--- src/rtl/rotenc_pkg.sv ---
// Package for the rotary encoder detent decoder: transfer types, turn codes,
// quadrature step table and default sizes. No dependencies.

package rotenc_pkg;

    localparam int COUNT_WIDTH_DEF      = 32;
    localparam int STEPS_PER_DETENT_DEF = 3;
    localparam int TIME_W               = 32;
    localparam int LOCKOUT_W            = 16;

    localparam logic [LOCKOUT_W-1:0] LOCKOUT_RESET = 16'd200;

    // Bit n set: transition code n ({last A, last B, A, B}) counts up / down.
    localparam logic [15:0] UP_CODES   = 16'h2814;  // 1101 0100 0010 1011
    localparam logic [15:0] DOWN_CODES = 16'h4182;  // 1110 0111 0001 1000

    typedef enum logic [1:0] {
        TURN_NONE  = 2'd0,
        TURN_RIGHT = 2'd1,
        TURN_LEFT  = 2'd2
    } t_turn;

    typedef enum logic [1:0] {
        STEP_HOLD,
        STEP_UP,
        STEP_DOWN
    } t_step;

    typedef struct packed {
        logic [TIME_W-1:0] time_ms;
        logic              pin_a;
        logic              pin_b;
    } t_in_item;

    typedef struct packed {
        logic [1:0] turn_event;
        logic       accepted;
    } t_out_item;

    // Command from the top level to the decoder for one item
    typedef struct packed {
        logic       en;
        logic [1:0] ab;
    } t_dec_cmd;

    function automatic t_step step_of(input logic [3:0] code);
        t_step s;
        if (UP_CODES[code]) begin
            s = STEP_UP;
        end else if (DOWN_CODES[code]) begin
            s = STEP_DOWN;
        end else begin
            s = STEP_HOLD;
        end
        return s;
    endfunction

endpackage

--- src/rtl/rotenc_lockout.sv ---
// Lockout window: holds the lockout register and the last accepted timestamp.
// Depends on rotenc_pkg.

module rotenc_lockout (
    input  logic                             i_clk,
    input  logic                             i_rst_n,
    input  logic                             i_cfg_we,
    input  logic [rotenc_pkg::LOCKOUT_W-1:0] i_cfg_data,
    input  logic [rotenc_pkg::TIME_W-1:0]    i_time_ms,
    input  logic                             i_fire,
    output logic                             o_pass
);
    import rotenc_pkg::*;

    logic [LOCKOUT_W-1:0] r_lockout;
    logic [TIME_W-1:0]    r_last_time;
    logic [TIME_W-1:0]    elapsed;

    // Elapsed time wraps modulo 2^32; must exceed the lockout strictly
    assign elapsed = i_time_ms - r_last_time;
    assign o_pass  = elapsed > {{(TIME_W-LOCKOUT_W){1'b0}}, r_lockout};

    always_ff @(posedge i_clk) begin
        if (!i_rst_n) begin
            r_lockout   <= LOCKOUT_RESET;
            r_last_time <= '0;
        end else begin
            if (i_cfg_we) begin
                r_lockout <= i_cfg_data;
            end
            if (i_fire && o_pass) begin
                r_last_time <= i_time_ms;
            end
        end
    end

endmodule

--- src/rtl/rotenc_decode.sv ---
// Quadrature decoder: last AB pair, wrapping position counter and the
// position's phase within a detent. Depends on rotenc_pkg.

module rotenc_decode #(
    parameter int COUNT_WIDTH      = rotenc_pkg::COUNT_WIDTH_DEF,
    parameter int STEPS_PER_DETENT = rotenc_pkg::STEPS_PER_DETENT_DEF
) (
    input  logic                 i_clk,
    input  logic                 i_rst_n,
    input  rotenc_pkg::t_dec_cmd i_cmd,
    output rotenc_pkg::t_turn    o_turn
);
    import rotenc_pkg::*;

    localparam int PH_W = (STEPS_PER_DETENT > 1) ? $clog2(STEPS_PER_DETENT) : 1;
    localparam logic [COUNT_WIDTH-1:0] MAX_POS  = '1;
    localparam logic [COUNT_WIDTH-1:0] WRAP_REM = MAX_POS % COUNT_WIDTH'(STEPS_PER_DETENT);
    localparam logic [PH_W-1:0] WRAP_PHASE = WRAP_REM[PH_W-1:0];
    localparam logic [PH_W-1:0] PHASE_TOP  = PH_W'(STEPS_PER_DETENT - 1);
    // Across a counter wrap the detent index moves by one only with one step per detent
    localparam bit WRAP_TURNS = (STEPS_PER_DETENT == 1);

    logic [1:0]             r_last_ab;
    logic [COUNT_WIDTH-1:0] r_pos;
    logic [PH_W-1:0]        r_phase;
    logic [COUNT_WIDTH-1:0] n_pos;
    logic [PH_W-1:0]        n_phase;
    t_step                  step;
    t_turn                  turn;

    assign step = step_of({r_last_ab, i_cmd.ab});

    always_comb begin
        n_pos   = r_pos;
        n_phase = r_phase;
        turn    = TURN_NONE;
        case (step)
            STEP_UP: begin
                n_pos = r_pos + 1'b1;
                if (r_pos == MAX_POS) begin
                    n_phase = '0;
                    turn    = WRAP_TURNS ? TURN_RIGHT : TURN_NONE;
                end else if (r_phase == PHASE_TOP) begin
                    n_phase = '0;
                    turn    = TURN_RIGHT;
                end else begin
                    n_phase = r_phase + 1'b1;
                end
            end
            STEP_DOWN: begin
                n_pos = r_pos - 1'b1;
                if (r_pos == '0) begin
                    n_phase = WRAP_PHASE;
                    turn    = WRAP_TURNS ? TURN_LEFT : TURN_NONE;
                end else if (r_phase == '0) begin
                    n_phase = PHASE_TOP;
                    turn    = TURN_LEFT;
                end else begin
                    n_phase = r_phase - 1'b1;
                end
            end
            default: begin
                n_pos   = r_pos;
                n_phase = r_phase;
                turn    = TURN_NONE;
            end
        endcase
    end

    assign o_turn = i_cmd.en ? turn : TURN_NONE;

    always_ff @(posedge i_clk) begin
        if (!i_rst_n) begin
            r_last_ab <= '0;
            r_pos     <= '0;
            r_phase   <= '0;
        end else if (i_cmd.en) begin
            r_last_ab <= i_cmd.ab;
            r_pos     <= n_pos;
            r_phase   <= n_phase;
        end
    end

endmodule

--- src/rtl/rotary_encoder_detent_decoder_top.sv ---
// Top level of the rotary encoder detent decoder: input register, lockout
// window, quadrature decoder and result register. Depends on rotenc_pkg,
// rotenc_lockout and rotenc_decode.
//
//  channel   | direction | handshake                 | payload
//  ----------+-----------+---------------------------+------------------------
//  in        | to block  | i_in_valid / o_in_stall   | i_in_data  (t_in_item)
//  out       | from block| o_out_valid / i_out_stall | o_out_data (t_out_item)
//  cfg       | to block  | i_cfg_valid / o_cfg_ready | i_cfg_data (lockout_ms)
//
// One item per cycle sustained while the output is not stalled; a result
// passes through the input register, then the result register, before it
// is offered and can transfer out.
// The decode stage updates all state in the cycle the item moves into the
// result register, so the next item may follow directly.
// Synchronous active-low reset clears both stages, the decoder state and
// sets the lockout to 200 ms.
// A stall on the output holds the result register; the input stalls only
// when both stages are full and the output is stalled.

module rotary_encoder_detent_decoder_top #(
    parameter int COUNT_WIDTH      = rotenc_pkg::COUNT_WIDTH_DEF,
    parameter int STEPS_PER_DETENT = rotenc_pkg::STEPS_PER_DETENT_DEF
) (
    input  logic                             i_clk,
    input  logic                             i_rst_n,
    input  logic                             i_in_valid,
    input  rotenc_pkg::t_in_item             i_in_data,
    output logic                             o_in_stall,
    output logic                             o_out_valid,
    output rotenc_pkg::t_out_item            o_out_data,
    input  logic                             i_out_stall,
    input  logic                             i_cfg_valid,
    input  logic [rotenc_pkg::LOCKOUT_W-1:0] i_cfg_data,
    output logic                             o_cfg_ready
);
    import rotenc_pkg::*;

    logic      r_in_valid;
    t_in_item  r_in;
    logic      r_out_valid;
    t_out_item r_out;
    t_out_item n_out;
    logic      fire;
    logic      pass;
    t_dec_cmd  cmd;
    t_turn     turn;

    // Advance the decode stage when the result register is free or draining
    assign fire       = r_in_valid && (!r_out_valid || !i_out_stall);
    assign o_in_stall = r_in_valid && !fire;
    assign o_cfg_ready = 1'b1;

    rotenc_lockout u_lockout (
        .i_clk      (i_clk),
        .i_rst_n    (i_rst_n),
        .i_cfg_we   (i_cfg_valid),
        .i_cfg_data (i_cfg_data),
        .i_time_ms  (r_in.time_ms),
        .i_fire     (fire),
        .o_pass     (pass)
    );

    // Drop the item into the decoder only if it clears the lockout
    assign cmd.en = fire && pass;
    assign cmd.ab = {r_in.pin_a, r_in.pin_b};

    rotenc_decode #(
        .COUNT_WIDTH      (COUNT_WIDTH),
        .STEPS_PER_DETENT (STEPS_PER_DETENT)
    ) u_decode (
        .i_clk   (i_clk),
        .i_rst_n (i_rst_n),
        .i_cmd   (cmd),
        .o_turn  (turn)
    );

    assign n_out.turn_event = turn;
    assign n_out.accepted   = pass;

    // Input register: take a new transfer whenever it is empty or moving on
    always_ff @(posedge i_clk) begin
        if (!i_rst_n) begin
            r_in_valid <= 1'b0;
        end else if (!o_in_stall) begin
            r_in_valid <= i_in_valid;
        end
    end

    always_ff @(posedge i_clk) begin
        if (!o_in_stall && i_in_valid) begin
            r_in <= i_in_data;
        end
    end

    // Result register: hold while stalled, load on fire, empty after transfer out
    always_ff @(posedge i_clk) begin
        if (!i_rst_n) begin
            r_out_valid <= 1'b0;
        end else if (fire) begin
            r_out_valid <= 1'b1;
        end else if (!i_out_stall) begin
            r_out_valid <= 1'b0;
        end
    end

    always_ff @(posedge i_clk) begin
        if (fire) begin
            r_out <= n_out;
        end
    end

    assign o_out_valid = r_out_valid;
    assign o_out_data  = r_out;

endmodule

--- config.mk ---
export PLATFORM = sky130hd
export DESIGN_NAME = rotary_encoder_detent_decoder_top
export DESIGN_NICKNAME = d
export VERILOG_FILES = /design/src/rtl/rotenc_pkg.sv /design/src/rtl/rotenc_lockout.sv /design/src/rtl/rotenc_decode.sv /design/src/rtl/rotary_encoder_detent_decoder_top.sv
export SDC_FILE = /design/constraint.sdc
export NUM_CORES = 1
export LEC_CHECK = 0
export BUFFER_PORTS_ARGS = -buffer_cell sky130_fd_sc_hd__buf_2
export CAP_MARGIN = 40
export CORE_AREA = 10 10 155 229
export DETAILED_ROUTE_END_ITERATION = 16
export DIE_AREA = 0 0 165 239
export PLACE_DENSITY_LB_ADDON = 0.05
export SLEW_MARGIN = 40
export SYNTH_ARGS = -nofsm -noshare
export SYNTH_HDL_FRONTEND = slang
export SYNTH_HIERARCHICAL = 1
export SYNTH_SLANG_ARGS = --single-unit
--- constraint.sdc ---
create_clock -name i_clk -period 4.7 [get_ports i_clk]
set_input_delay 0.94 -clock i_clk [delete_from_list [all_inputs] [get_ports i_clk]]
set_output_delay 0.94 -clock i_clk [all_outputs]
set_load 0.01 [all_outputs]
==> metrics.md <==
| Metric | Value |
|---|---|
| Inserted Diodes | 0 |
| XOR/XNOR Fraction of Synth Area | 0.0464 |
| RD Place Congestion | 0.798 |
| Largest net degree at the start of global routing | 42 |
| Post-synthesis mux area share | 0.0602 |
| IO Count | 61 |
| NumNets Final | 1237 |
| Syn avg cell area | 8.76 sq um |
| Antenna viol nets, final | 0 |
| Crit-path max cell delay | 0.38 ns |
| Via count | 7483 |
| Fill count | 3392 |
| First-pass GRT wire length | 42900 um |
| Period minus WS final | 4.61 ns |
| Pwr dens | 311 nW/um^2 |
| I/O Buffers | 59 |
| CTS buffer count | 17 |
| CP max FO | 8 |
| Worst min-delay path startpoint | u_lockout/r_lockout[7] |
| CTS tree | done |
| Total GRT Usage | 0.143 |
| CTS Buffer Depth | 2 |
| Hold depth | 2 |
| Vias in the first global route | 7818 |
| Reg2reg end | u_decode/r_pos[14] |
| Chip Height | 239 um |
| WHS Endpoint | u_lockout/r_lockout[7] |
| Pre-antenna DRT Iters | 6 |
| Most common cell after layout, fill and taps aside | dfxtp_1 |
| Critical path depth | 24 |
| Slew of the pin with the lowest slew margin | 0.776 ns |
| Yosys reg bits | 123 |
| WP buf/inv | 4 |
| Post-synthesis async set-or-reset flop share | 0 |
| Crit share post-route | 0.981 |
| Setup violations, final | 0 |
| CP Launch Type | flop |
| TNS Setup | 0 ns |
| H-tree Lvls | 4 |
| Top-area cell type share of the netlist area | 0.198 |
| Synth Area in Compound Gates | 0.201 |
| Initial core utilization | 0.276 |
| Root Driver | clkbuf_16 |
| Outcome | finished clean |
| Leak | 4.35 nW |
| Clock transition at path regs | 0.06 ns |
| Die Footprint | 39400 sq um |
| Clk_lat worst skew | 0.46 ns |
| Distinct cells, synth | 85 |
| Most frequent cells in the layout | dfxtp_1 (85), nand2_1 (84), ha_1 (79) |
| Critical Path Sink Type | flop |
| Avg WL per Cell | 18.4 um |
| Synth area leader | dfxtp_1 |
| Synthesized instance count | 991 |
| Core footprint | 31400 sq um |
| Share of cells above drive strength 1 | 0.206 |
| Synthesized area | 8680 sq um |
| Synth Warn # | 6 |
| Min-Delay Path Class | flop to flop |
| RSZ-0062 raised after global routing | true |
| MaxCap Viol Count | 0 |
| Critical path arrival | 4.93 ns |
| Rows | 80 |
| Skew final | 0.0117 ns |
| Largest family of logic cells by synthesized area | compound AO/OA/AOI/OAI gates |
| Die Wd | 165 um |
| DRC viols | 0 |
| Peak supply drop | 0.220 mV |
| Final WL | 28000 um |
| Post-Synth Simple-Gate Area | 0.190 |
| Worst R2R Setup Slack | 0.09 ns |
| Adder-Cell Fraction of Synth Area | 0.123 |
| Final Hold Fails | 0 |
| Fmax | 0.217 GHz |
| Cell family contributing the most delay on the critical path | compound AO/OA/AOI/OAI gates |
| Top FF cell, synth | dfxtp_1 |
| DRT iter0 DRCs | 238 |
| Setup Crit Path Kind | flop to flop |
| Clock sink count | 123 |
| Number of synthesized flops with an enable pin | 37 |
| Leading post-synthesis cells by cell area | dfxtp_1 (20%), edfxtp_1 (13%), ha_1 (12%) |
| CP max-delay cell | edfxtp_1 |
| Layout area overhead | 23.0% |
| Critical path required time | 5.02 ns |
| CP cell instances | ha_1 > nor2b_4 > o2111a_2 > buf_6 > o21a_1 > a21oi_2 > xnor2_1 > ha_1 > a21o_1 > a21oi_2 > nor2b_1 > o311ai_2 > o2111ai_1 > nand4b_1 > nor4_2 > buf_4 > nand4_1 > and2_4 > buf_6 > o21ai_4 > buf_12 > nor4b_1 > a31oi_1 > o311ai_1 |
| Post-DP HPWL | 22400 um |
| Vias per inst | 4.92 |
| Worst r2r src | r_in[3] |
| Initial antenna violation count | 0 |
| Final Instance Area | 10700 sq um |
| Worst R2R Path Depth | 24 |
| Grt ovf | 0 |
| DP Area | 9820 sq um |
| Register area | 2830 sq um |
| Seq/Total Area, Yosys | 0.326 |
| Hold slack | 0.495 ns |
| Multi-input logic area | 5610 sq um |
| Final Max Tran Viols | 0 |
| Relative slew margins | 0.482 |
| Post-synthesis net count | 1130 |
## power breakdown
| part | internal, mW | switching [mW] | total (mW) |
|---|---|---|---|
| combinational | 0.364 | 0.487 | 0.851 |
| clock | 0.780 | 0.504 | 1.28 |
| sequential | 1.15 | 0.0400 | 1.19 |
| total | 2.30 | 1.03 | 3.33 |
## stage by stage
| step | power [mW] | setup WS, ns | std cells | util |
|---|---|---|---|---|
| 2_1_floorplan | 1.73 | 0.0202 | 991 | - |
| 3_3_place_gp | 2.03 | -0.192 | 1481 | 0.312 |
| 3_5_place_dp | 2.03 | -0.215 | 1481 | 0.312 |
| 4_1_cts | 3.35 | 0.00620 | 1514 | 0.331 |
| 5_1_grt | 3.52 | -0.236 | 1520 | 0.340 |
| 6_report | 3.33 | 0.0870 | 1520 | 0.340 |
## cell usage after synthesis (24+ instances only)
library cell and count:
nor2_1 31, ha_1 82, a21oi_1 78, clkbuf_1 26
nand4_1 30, nor2b_1 54, inv_1 69, dfxtp_1 86
o21ai_0 50, edfxtp_1 37, mux2i_1 50, xnor2_1 24
nand2_1 97
## final cells by class
class                           count  area share
Inverter                           70      0.0246
Multi-Input combinational cell    754       0.525
Tap cell                          410      0.0480
Timing Repair Buffer              132      0.0852
Clock buffer                       21      0.0422
Clock inverter                     10     0.00948
Sequential cell                   123       0.265
## per-layer routing
layer | track usage | vias to the layer above | share of wire
li1 | - | 3800 | -
met1 | 0.131 | 3572 | 0.36
met2 | 0.292 | 78 | 0.59
met3 | 0.0245 | 33 | 0.023
met4 | 0.0616 | 0 | 0.026
met5 | 0 | - | 0
## worst max-delay path by stage
stage,end,slack [ns],startpoint
after floorplan,u_decode/r_pos[31],0.02,r_in[6]
after global placement,u_decode/r_pos[31],-0.19,r_in[6]
after detailed placement,u_decode/r_pos[31],-0.21,r_in[6]
after CTS,u_decode/r_pos[31],0.006,r_in[6]
after global routing,u_decode/r_pos[31],-0.24,r_in[3]
final,u_decode/r_pos[14],0.09,r_in[3]
## worst reg2reg max path: cells and delay by family, from the launching register on
kind	cells	cell delay, ns
buffers and inverters	4	0.58
and+or+nand+nor	7	1.10
DFF	1	0.38
adders and majority gates	2	0.55
AOI/OAI and AO/OA	10	1.74
xor gates and xnor gates	1	0.14
## timing repair
item	CTS	global route
pin swaps	3	34
hold buffers	0	0
gates resized for setup	6	73
gates cloned	0	1
endpoints found under the setup margin	28	36
buffers inserted	2	5
## cell families (layout without fill, tap and decap cells)
group,Yosys count,in the layout
flops,123,123
mux,52,52
other cells,1,1
fa+ha+maj,84,84
xor+xnor,46,46
compound gates,261,261
simple gates,310,310
buf+inv,114,233
## sequential cells by signal, indices dropped and copies added (netlist names)
register,flops
u_decode/r_last_ab,2
u_decode/r_pos,32
o_out_data,3
r_in_valid,1
u_decode/r_phase,2
cmd,2
u_lockout/r_last_time,32
r_in,32
o_out_valid,1
u_lockout/r_lockout,16
Note: power is estimated with default switching activity, not from simulation.
